**config.mk**
```make
export PLATFORM = sky130hd
export DESIGN_NAME = utf8_stream_validator
export DESIGN_NICKNAME = d
export VERILOG_FILES = /design/src/design/utf8v_pkg.sv /design/src/design/utf8_stream_validator.sv
export SDC_FILE = /design/constraint.sdc
export NUM_CORES = 1
export LEC_CHECK = 0
export BUFFER_PORTS_ARGS = -buffer_cell sky130_fd_sc_hd__buf_2
export CAP_MARGIN = 10
export CORE_MARGIN = 2
export CORE_UTILIZATION = 30
export DETAILED_ROUTE_END_ITERATION = 16
export HOLD_SLACK_MARGIN = 0.03
export MAX_ROUTING_LAYER = met4
export SETUP_SLACK_MARGIN = 0.1
export SYNTH_ARGS = -nofsm -noshare
export SYNTH_HDL_FRONTEND = slang
export SYNTH_SLANG_ARGS = --single-unit
export TNS_END_PERCENT = 100
```
**constraint.sdc**
```tcl
create_clock -name clk -period 2.06 [get_ports clk]
set_input_delay 0.206 -clock clk [delete_from_list [all_inputs] [get_ports clk]]
set_output_delay 0.206 -clock clk [all_outputs]
set_load 0.05 [all_outputs]
```
**src/design/utf8v_pkg.sv**
```systemverilog
// utf8v_pkg: constants for the utf-8 stream validator
// no dependencies; imported by utf8_stream_validator
`default_nettype none

package utf8v_pkg;

  // code point register width and the continuation payload width
  localparam int unsigned CP_W  = 21;
  localparam int unsigned CONT_W = 6;

  // lead and continuation byte classes
  localparam logic [7:0] MASK_2B   = 8'hE0;
  localparam logic [7:0] LEAD_2B   = 8'hC0;
  localparam logic [7:0] MASK_3B   = 8'hF0;
  localparam logic [7:0] LEAD_3B   = 8'hE0;
  localparam logic [7:0] MASK_4B   = 8'hF8;
  localparam logic [7:0] LEAD_4B   = 8'hF0;
  localparam logic [7:0] MASK_CONT = 8'hC0;
  localparam logic [7:0] TAG_CONT  = 8'h80;
  localparam logic [7:0] OVERLONG_2B = 8'h1E;

  // sequence lengths
  localparam logic [2:0] LEN_NONE = 3'd0;
  localparam logic [2:0] LEN_2B   = 3'd2;
  localparam logic [2:0] LEN_3B   = 3'd3;
  localparam logic [2:0] LEN_4B   = 3'd4;

  // code point limits
  localparam logic [CP_W-1:0] MIN_3B    = 21'h000800;
  localparam logic [CP_W-1:0] MIN_4B    = 21'h010000;
  localparam logic [CP_W-1:0] MAX_CP    = 21'h10FFFF;
  localparam logic [CP_W-1:0] SURR_LO   = 21'h00D800;
  localparam logic [CP_W-1:0] SURR_HI   = 21'h00DFFF;

endpackage

`default_nettype wire

```
**src/design/utf8_stream_validator.sv**
```systemverilog
// utf8_stream_validator: byte-serial utf-8 well-formedness checker
// depends on utf8v_pkg for byte classes and code point limits
//
// usage: one byte of a buffer is accepted per request on the input
// channel (in_valid / in_stall, payload data_byte and last). the byte
// marked last closes the buffer; for it, and only for it, one request
// leaves on the output channel (out_valid / out_stall, payload
// valid_res), 1 when the whole buffer was well-formed utf-8.
// path: a last byte passes the input register, then the result register,
// on its way to the output channel.
// throughput: one byte per cycle while in_stall is low, set by the
// combinational state update between input and decoder state registers.
// stall: while a result waits under out_stall, bytes that are not last
// keep flowing; a second last byte waits in the input register and
// in_stall rises until the result is taken.
// reset: rst clears both valid flags and the decoder state; the next
// byte accepted starts a new buffer. after each last byte the decoder
// state returns to its reset value as well.
`default_nettype none

module utf8_stream_validator
  import utf8v_pkg::*;
(
  input  wire logic       clk,
  input  wire logic       rst,
  input  wire logic       in_valid,
  output logic            in_stall,
  input  wire logic [7:0] data_byte,
  input  wire logic       last,
  output logic            out_valid,
  input  wire logic       out_stall,
  output logic            valid_res
);

  // input register
  logic       s1_valid;
  logic [7:0] s1_byte;
  logic       s1_last;
  logic       s1_adv;

  // decoder state
  logic [1:0]      pending, pending_next;
  logic [2:0]      seq_len, seq_len_next;
  logic [CP_W-1:0] cp, cp_next;
  logic            failed, failed_next;

  // byte decode
  logic            is_cont;
  logic [CP_W-1:0] cp_shift;
  logic            bad_end;
  logic            res_bit;

  // the input stage moves on unless a result is blocked at the output
  assign s1_adv   = s1_valid && (!s1_last || !out_valid || !out_stall);
  assign in_stall = s1_valid && !s1_adv;

  always_ff @(posedge clk) begin
    if (rst) begin
      s1_valid <= 1'b0;
    end else if (!in_stall) begin
      s1_valid <= in_valid;
    end
  end

  always_ff @(posedge clk) begin
    if (!in_stall && in_valid) begin
      s1_byte <= data_byte;
      s1_last <= last;
    end
  end

  // continuation append and end-of-sequence range checks
  assign is_cont  = (s1_byte & MASK_CONT) == TAG_CONT;
  assign cp_shift = {cp[CP_W-CONT_W-1:0], s1_byte[CONT_W-1:0]};
  assign bad_end  = ((seq_len == LEN_3B) && (cp_shift < MIN_3B))
                 || ((seq_len == LEN_4B) && (cp_shift < MIN_4B))
                 || (cp_shift > MAX_CP)
                 || ((cp_shift >= SURR_LO) && (cp_shift <= SURR_HI));

  // next decoder state for the byte in the input register
  always_comb begin
    pending_next = pending;
    seq_len_next = seq_len;
    cp_next      = cp;
    failed_next  = failed;
    if (!failed) begin
      if (pending == 2'd0) begin
        if (!s1_byte[7]) begin
          failed_next = 1'b0;
        end else if ((s1_byte & MASK_2B) == LEAD_2B) begin
          if ((s1_byte & OVERLONG_2B) == 8'h00) begin
            failed_next = 1'b1;
          end else begin
            pending_next = 2'd1;
            seq_len_next = LEN_2B;
            cp_next      = {{(CP_W-5){1'b0}}, s1_byte[4:0]};
          end
        end else if ((s1_byte & MASK_3B) == LEAD_3B) begin
          pending_next = 2'd2;
          seq_len_next = LEN_3B;
          cp_next      = {{(CP_W-4){1'b0}}, s1_byte[3:0]};
        end else if ((s1_byte & MASK_4B) == LEAD_4B) begin
          pending_next = 2'd3;
          seq_len_next = LEN_4B;
          cp_next      = {{(CP_W-3){1'b0}}, s1_byte[2:0]};
        end else begin
          failed_next = 1'b1;
        end
      end else if (!is_cont) begin
        failed_next = 1'b1;
      end else if (pending == 2'd1) begin
        pending_next = 2'd0;
        seq_len_next = LEN_NONE;
        cp_next      = '0;
        failed_next  = bad_end;
      end else begin
        pending_next = pending - 2'd1;
        cp_next      = cp_shift;
      end
    end
  end

  assign res_bit = !failed_next && (pending_next == 2'd0);

  // decoder state registers, cleared after each last byte
  always_ff @(posedge clk) begin
    if (rst) begin
      pending <= 2'd0;
      seq_len <= LEN_NONE;
      cp      <= '0;
      failed  <= 1'b0;
    end else if (s1_adv) begin
      if (s1_last) begin
        pending <= 2'd0;
        seq_len <= LEN_NONE;
        cp      <= '0;
        failed  <= 1'b0;
      end else begin
        pending <= pending_next;
        seq_len <= seq_len_next;
        cp      <= cp_next;
        failed  <= failed_next;
      end
    end
  end

  // result register
  always_ff @(posedge clk) begin
    if (rst) begin
      out_valid <= 1'b0;
    end else if (s1_adv && s1_last) begin
      out_valid <= 1'b1;
    end else if (!out_stall) begin
      out_valid <= 1'b0;
    end
  end

  always_ff @(posedge clk) begin
    if (s1_adv && s1_last) begin
      valid_res <= res_bit;
    end
  end

  // no open sequence leaves a stale length or code point behind
  a_idle_clean: assert property (@(posedge clk) disable iff (rst)
    (pending == 2'd0) |-> (seq_len == LEN_NONE && cp == '0))
    else $error("idle decoder holds sequence state");

  // an open sequence is longer than its remaining continuation count
  a_len_match: assert property (@(posedge clk) disable iff (rst)
    (pending != 2'd0) |-> (seq_len > {1'b0, pending} && seq_len <= LEN_4B))
    else $error("sequence length and pending count disagree");

  // a last byte leaving the input register always raises a result
  a_last_result: assert property (@(posedge clk) disable iff (rst)
    (s1_adv && s1_last) |=> out_valid)
    else $error("last byte produced no result");

  // a blocked result stalls only a last byte
  a_stall_cause: assert property (@(posedge clk) disable iff (rst)
    in_stall |-> (s1_last && out_valid && out_stall))
    else $error("input stalled without a blocked result");

  // reset empties both stages
  a_reset: assert property (@(posedge clk)
    rst |=> (!s1_valid && !out_valid))
    else $error("pipeline not empty after reset");

endmodule

`default_nettype wire
```
### Word-level counts from Yosys, hierarchy flattened

Cells that the tools add are included.

| storage, ports and cells | value |
|---|---|
| bits in latches | 0 |
| memory bits (writable) | 0 |
| output and inout bits | 3 |
| flip-flop bits (word level) | 33 |
| memories kept | 0 |
| logic and storage cells | 95 |
| memory bits (read-only) | 0 |
| bits of input ports | 13 |

| operators by class | value |
|---|---|
| multipliers | 0 |
| add/subtract/negate cells | 1 |
| bitwise logic cells | 0 |
| div/mod/pow operators | 0 |
| multiplexer cells | 42 |
| $lt $le $gt $ge | 5 |
| shifts and indexed selects | 0 |
| equality and inequality tests | 12 |
| reductions and logical operators | 26 |

Operator list:

| kind | number |
|---|---|
| $mux W15 | 10 |
| $mux W3 | 10 |
| $ge A21 B16 Y1 const B | 1 |
| $gt A21 B21 Y1 const B | 1 |
| $le A21 B16 Y1 const B | 1 |
| $lt A21 B12 Y1 const B | 1 |
| $lt A21 B17 Y1 const B | 1 |
| $mux W2 | 10 |
| $mux W1 | 12 |
| $logic_and A1 B1 Y1 | 8 |
| $logic_not A8 Y1 | 1 |
| $reduce_and A7 Y1 | 1 |
| $eq A3 B3 Y1 const B | 2 |
| $logic_not A1 Y1 | 6 |
| $reduce_and A6 Y1 | 1 |
| $reduce_bool A3 Y1 | 2 |
| $eq A5 B5 Y1 const B | 1 |
| $logic_or A1 B1 Y1 | 5 |
| $ne A5 B2 Y1 const B | 1 |
| $eq A4 B4 Y1 const B | 1 |
| $logic_not A2 Y1 | 2 |
| $ne A4 B4 Y1 const B | 1 |
| $eq A3 B2 Y1 const B | 1 |
| $ne A3 B3 Y1 const B | 1 |
| other kinds (5) | 5 |

### Depth between registers and ports, before layout

Gate-level depths: netlist of run 1.

| depth | value |
|---|---|
| word-level depth | 11 |
| gate-level depth with buffers | 8 |
| mapped depth without buffers | 7 |

### Least setup slack after synthesis of run 1

No wires, ideal clock.

| path | value |
|---|---|
| path kind | register to register |
| start | reg out_valid |
| end | reg s1_byte[0] (enable) |
| setup slack | -0.134 ns |
| setup time | 0.339 ns |
| data arrival time | 1.855 ns |
| clock period less this slack | 2.194 ns |
| path buffers | 0 |
| required time | 1.721 ns |
| stages on the path, launching flop included | 4 |
| cell sequence | dfxtp_1 > nand2_1 > nor2_1 > nor2b_1 |

| between the ends | value |
|---|---|
| cells in the longest elaborated chain, start to end | 8 |

RTL lines:

| element | line | RTL |
|---|---|---|
| from (decl) | utf8_stream_validator.sv:30 | `output logic out_valid,` |
| from (signal assigned) | utf8_stream_validator.sv:150 | `out_valid <= 1'b0;` |
| from (signal assigned) | utf8_stream_validator.sv:152 | `out_valid <= 1'b1;` |
| from (signal assigned) | utf8_stream_validator.sv:154 | `out_valid <= 1'b0;` |
| $logic_not A1 Y1 | utf8_stream_validator.sv:54 | `assign s1_adv = s1_valid && (!s1_last \|\| !out_valid \|\| !out_stall);` |
| $logic_or A1 B1 Y1 (2 in series) | utf8_stream_validator.sv:54 |  |
| $logic_and A1 B1 Y1 | utf8_stream_validator.sv:54 |  |
| $logic_not A1 Y1 | utf8_stream_validator.sv:55 | `assign in_stall = s1_valid && !s1_adv;` |
| $logic_and A1 B1 Y1 | utf8_stream_validator.sv:55 |  |
| net in_stall | utf8_stream_validator.sv:27 | `output logic in_stall,` |
| $logic_not A1 Y1 | utf8_stream_validator.sv:66 | `if (!in_stall && in_valid) begin` |
| $logic_and A1 B1 Y1 | utf8_stream_validator.sv:66 |  |
| to (signal assigned) | utf8_stream_validator.sv:67 | `s1_byte <= data_byte;` |
| to (decl) | utf8_stream_validator.sv:37 | `logic [7:0] s1_byte;` |

The timed path passes the listed nets, and every way through them passes these cells.
A chain may end at the register's enable or synchronous reset.

### Worst setup path in the final report of run 1

| path | value |
|---|---|
| start | reg s1_byte[4] |
| end | reg seq_len[2] |

| between the ends | value |
|---|---|
| cells in the longest elaborated chain, start to end | 7 |
| elaborated cells between the ends (all ways) | 12 |
| those cells by class | eq/ne: 4; mux: 6; reduce/logical: 2 |

RTL lines:

| element | line | RTL |
|---|---|---|
| $eq A4 B4 Y1 | utf8_stream_validator.sv:98 | `end else if ((s1_byte & MASK_3B) == LEAD_3B) begin` |
| $mux W3 | utf8_stream_validator.sv:98 |  |
| $mux W3 | utf8_stream_validator.sv:90 | `end else if ((s1_byte & MASK_2B) == LEAD_2B) begin` |
| $mux W3 | utf8_stream_validator.sv:88 | `if (!s1_byte[7]) begin` |
| $mux W3 | utf8_stream_validator.sv:87 | `if (pending == 2'd0) begin` |
| $mux W3 | utf8_stream_validator.sv:86 | `if (!failed) begin` |
| $mux W3 | utf8_stream_validator.sv:133 | `if (s1_last) begin` |
| to (signal assigned) | utf8_stream_validator.sv:140 | `seq_len <= seq_len_next;` |
| to (decl) | utf8_stream_validator.sv:43 | `logic [2:0] seq_len, seq_len_next;` |

Parallel ways exist; a longest one is shown, timed or not. The select of a mux whose other input is x is not followed.

==> results.yml, run 1 <==
sta:
  slew_headroom_pct: 77.79
  hold_violations: 0
  finalCritPeriodShare_pct: 92.86
  worst_slew_pin_slew_ps: 330.1
  finalSetupTns_ps: 0
  skew_ps: 3.435
  fmax_mhz: 522.8
  rsz0062_at_grt: "no"
  setup_violations: 0
  drv_slew: 0
  fin_crit_ps: 1913
cts:
  clock_latency_ps: 290
  cts_buffers: 5
  clock-root-buffer: "clkbuf_8"
  cts_tree: "built"
  clk_pin_slew_ps: 70
  ctsLongestPathBuffers: 2
  cts_hold_buf: 0
  cts.sinks: 33
  htree_num_levels: 2
final_layout:
  fillers: 464
  final_cell_mix: "dfxtp_1, buf_4, buf_2, nand2_1, a21oi_1"
  area_growth_pct: 30.62
  multi_input_comb_area_um2: 700.7
  ff_latch_area_um2: 763.2
  antenna_cells: 0
  nNetsFinal: 201
  drive_gt1_share_pct: 29.41
route:
  drc: 0
  wl_um: 3342
  wl_per_cell_um: 13.16
  ant_nets: 0
  vias: 1282
  viasPerCell: 5.047
  drtPass1Iterations: 4
  drt_iter0_drc: 48
synthesis:
  yosys_most_used_dff: "dfxtp_1"
  synthCells: 148
  ys_ff_latch: 33
  seq_area_frac_synth_pct: 51.57
  yosysUniqueCellTypes: 42
  synth_top_area_cell: "dfxtp_1"
  ys_top_cells_by_area: "dfxtp_1, edfxtp_1, a22o_1, a21oi_1, nand2_1"
  synth_top_area_share_pct: 31.21
  async_flop_share_pct: 0
  syn-cell-area_mm2: 0.001475
  synthesis.nets: 163
  avgSynthCellArea_um2: 9.967
  synth_edf_count: 10
  yosys_warnings: 0
floorplanning:
  die_x_um: 74.12
  rows: 25
  start_util_pct: 31.23
  die_h_um: 74.12
  die_area_mm2: 0.005494
  core_area_mm2: 0.004723
  num_io_pins: 16
hold_path:
  hold_class: "in -> reg"
setup_path:
  criticalPathCategory: "reg -> reg"
  critPathMaxFanout: 5
  arrival_ps: 2130
  worstPathRequired_ps: 2280
  critPathLaunchType: "flop"
  crit_path_end_kind: "flop"
global_route:
  grt_pass1_vias: 1220
  grt_max_degree: 15
  antenna_found_initial: 0
  grtUsageTotal_pct: 13.59
  grt_overflow: 0
  grt_pass1_wl_um: 5423
power_and_ir_drop:
  finalPower_mw: 1.456
  p_leak_nw: 0.7366
  ir_drop_uv: 479.2
  p_per_area_mw_per_mm2: 755.6
run:
  maxCapViolCount: 0
placement:
  gp_congestion: 0.9306
  io_buffer_count: 15
  dp_hpwl_um: 2463
run_status:
  status: "finished, final reports clean"
[cells in the mapped netlist (2+ instances only)]
library cell   n
dfxtp_1       23
nand2_1       13
a21oi_1       11
a22o_1        10
edfxtp_1      10
nor2_1         9
o21ai_0        7
inv_1          6
nor3_1         4
nor4_1         4
and3_1         3
nand3_1        3
nand4_1        3
nand4b_1       3
a211o_1        2
a211oi_1       2
a31oi_1        2
a32o_1         2
and2_1         2
clkbuf_1       2
ha_1           2
mux2i_1        2
nand2b_1       2
nand3b_1       2
or4_1          2
[worst paths after layout]
kind | from | end | slack [ps] | depth (start not counted)
max | s1_byte[4] | seq_len[2] | 150 | 6
min | data_byte[3] | s1_byte[3] | 90 | 1
max reg2reg | s1_byte[4] | seq_len[2] | 150 | 6
min reg2reg | seq_len[0] | seq_len[0] | 470 | 2
[power breakdown]
group	leakage, nW	total, mW	internal, mW	switching, mW
logic	0.388	0.133	0.0623	0.0706
registers	0.284	0.704	0.687	0.0164
clock network	0.0645	0.619	0.383	0.236
total	0.737	1.46	1.13	0.323
[layer usage]
| metal | wire length (µm) | global-route usage [%] |
|---|---|---|
| met3 | 112 | 5.420 |
| met5 | 0 | - |
| met2 | 1579 | 20.44 |
| met1 | 1551 | 16.43 |
| met4 | 99 | 5.051 |
[repair_timing]
action / in CTS / in global routing
buffers inserted: 1 / 7
pin swaps: 3 / 1
setup endpoints to repair: 2 / 13
resized for setup: 4 / 6
[worst max-delay path, cell delays in order, from the launching register on]
cell and delay (ps):
edfxtp_1 450, nor4_2 80, buf_4 150, a211o_1 340
a211o_1 290, or4_1 410, a21oi_1 130
[stage by stage]
step / hold slack [ps] / setup slack [ps] / std cells / instance area, µm² / util [%]
2_1_floorplan: 304.9 / 163.1 / 148 / 1478 / -
3_3_place_gp: 382.0 / 144.7 / 238 / 1710 / 36.21
3_5_place_dp: 384.1 / 90.80 / 238 / 1710 / 36.21
4_1_cts: 84.65 / 101.8 / 247 / 1856 / 39.28
5_1_grt: 75.01 / 83.31 / 254 / 1927 / 40.79
6_report: 92.78 / 147.1 / 254 / 1927 / 40.79
[cell families after synthesis]
family | share of synthesized area, %
DFF | 51.57
muxes | 1.357
AOI/OAI and AO/OA | 20.95
xor gates and xnor gates | 0.5938
and+or+nand+nor | 20.70
adders and majority gates | 1.696
buffers and inverters | 3.138
[cell type report]
| class | instances | area share (%) |
|---|---|---|
| multi-input cells | 104 | 36.36 |
| repair buffers | 36 | 12.08 |
| flip-flops and latches | 33 | 39.61 |
| well taps | 67 | 4.351 |
| clock buffers | 7 | 6.169 |
| inverters | 6 | 1.169 |
| clock inverters | 1 | 0.2597 |
[state kept, by name, summed over array words and instances (netlist names)]
name	cells
cp	15
failed	1
out_valid	1
pending	2
s1_byte	8
s1_last	1
s1_valid	1
seq_len	3
valid_res	1
No activity file was read; power rests on OpenSTA's default activity.
==> run 2, diff against run 1 <==
--- a/config.mk
+++ b/config.mk
@@ -10,6 +10,7 @@
 export CORE_MARGIN = 2
 export CORE_UTILIZATION = 30
 export DETAILED_ROUTE_END_ITERATION = 16
+export GPL_TIMING_DRIVEN = 0
 export HOLD_SLACK_MARGIN = 0.03
 export MAX_ROUTING_LAYER = met4
 export SETUP_SLACK_MARGIN = 0.1
==> results.yml, run 2 (synthesis gave the netlist of run 1 again) <==
global_route:
  antenna_found_initial: 0
  busiest_layer: "met2"
  grtUsageTotal_pct: 13.26
  grt_pass1_vias: 1127
  grt_max_degree: 12
  grt_overflow: 0
  use_met3_pct: 3.388
  grt_pass1_wl_um: 5278
  grt_util_met1_pct: 17.24
  met2_usage_pct: 19.74
final_layout:
  nNetsFinal: 191
  multi_input_comb_area_um2: 714.4
  drive_gt1_share_pct: 24.29
  ff_latch_area_um2: 763.2
  postLayoutCellArea_mm2: 0.001814
  final_common_cell: "dfxtp_1"
  area_growth_pct: 22.99
  final_cells: 244
  reg_top3: "cp: 15 flops, s1_byte: 8 flops, seq_len: 3 flops"
  fillers: 484
  final_cell_mix: "dfxtp_1, buf_2, nand2_1, a21oi_1"
  antenna_cells: 0
  top_register: "cp"
  largest_register_ffs: 15
cts:
  cts_buffers: 5
  clock_latency_ps: 280
  cts_tree: "built"
  clock-root-buffer: "clkbuf_8"
  htree_num_levels: 2
  ctsLongestPathBuffers: 2
  clk_pin_slew_ps: 70
  cts_hold_buf: 0
  cts.sinks: 33
floorplanning:
  core_area_mm2: 0.004723
  die_area_mm2: 0.005494
  die_x_um: 74.12
  rows: 25
  die_h_um: 74.12
  num_io_pins: 16
  start_util_pct: 31.23
placement:
  dp_worst_setup_slack_ps: -84.41
  io_buffer_count: 15
  dpl.cell_count: 230
  place_area_mm2: 0.001637
  gp_congestion: 0.9075
  dp_hpwl_um: 2330
setup_path:
  cp-startpoint: "s1_byte[3]"
  arrival_ps: 2150
  r2r_cells: 5
  critPathMaxFanout: 6
  criticalPathCategory: "reg -> reg"
  rrSetupSlack_ps: 120
  crit_path_end_kind: "flop"
  crit_end: "seq_len[2]"
  worstPathRequired_ps: 2270
  critPathLaunchType: "flop"
  r2r_end: "seq_len[2]"
  reg2reg_from: "s1_byte[3]"
sta:
  hold_ws_ps: 98.93
  drv_slew: 0
  finalCritPeriodShare_pct: 94.09
  fmax_mhz: 515.9
  setup_ws_ps: 121.8
  fin_crit_ps: 1938
  skew_ps: 6.079
  rsz0062_at_grt: "yes"
  slew_headroom_pct: 52.17
  setup_violations: 0
  hold_violations: 0
  worst_slew_pin_slew_ps: 716.0
route:
  drc: 0
  wl_per_cell_um: 13.26
  drtPass1Iterations: 4
  wl_um: 3235
  drt_iter0_drc: 107
  vias: 1210
  ant_nets: 0
  viasPerCell: 4.959
power_and_ir_drop:
  finalPower_mw: 1.295
  p_leak_nw: 0.6624
  ir_drop_uv: 502.1
  p_per_area_mw_per_mm2: 713.6
run_status:
  status: "finished, final reports clean"
run:
  maxCapViolCount: 0
hold_path:
  hold_class: "in -> reg"
[run 2: cell type report]
class                           count  share of cell area [%]
Sequential cell                    33                   42.07
Timing Repair Buffer               21                   6.621
Clock inverter                      3                  0.8966
Clock buffer                        5                   3.793
Multi-Input combinational cell    104                   39.38
Tap cell                           67                   4.621
Inverter                            6                   1.241
Buffer                              5                   1.379
[run 2: repair_timing]
action | in CTS | in global routing
resized for setup | 8 | 5
buffers inserted | 2 | 4
pin swaps | 4 | 3
endpoints found under the setup margin | 13 | 14
gates cloned | 0 | 0
[run 2: routing by layer]
metal / wire, µm / vias up
li1: - / 625
met1: 1543 / 560
met2: 1533 / 21
met3: 112 / 4
met4: 45 / 0
met5: 0 / -
[run 2: power breakdown]
part | switching, mW | internal [mW]
registers | 0.0142 | 0.687
logic | 0.0697 | 0.0489
clock network | 0.241 | 0.234
[run 2: critical path, stage by stage (launching register included)]
cell	delay [ps]
edfxtp_1	500
and3_4	200
a211o_1	310
a211o_1	300
or4_1	410
a21oi_1	140
[run 2: worst min path at each step]
stage                 end         start  cells after the start
4_1_cts        s1_byte[4]  data_byte[4]                      1
6_report       s1_byte[0]  data_byte[0]                      1
5_1_grt           s1_last          last                      1
3_3_place_gp   s1_byte[3]  data_byte[3]                      1
2_1_floorplan  s1_byte[0]  data_byte[0]                      0
3_5_place_dp   s1_byte[4]  data_byte[4]                      1
[run 2: metrics by stage]
step / TNS [ps] / utilization [%]
final: 0 / 38.41
after global routing: 0 / 38.41
after CTS: 0 / 37.40
after detailed placement: -749.8 / 34.65
after global placement: -737.6 / 34.65
after floorplan: 0 / -
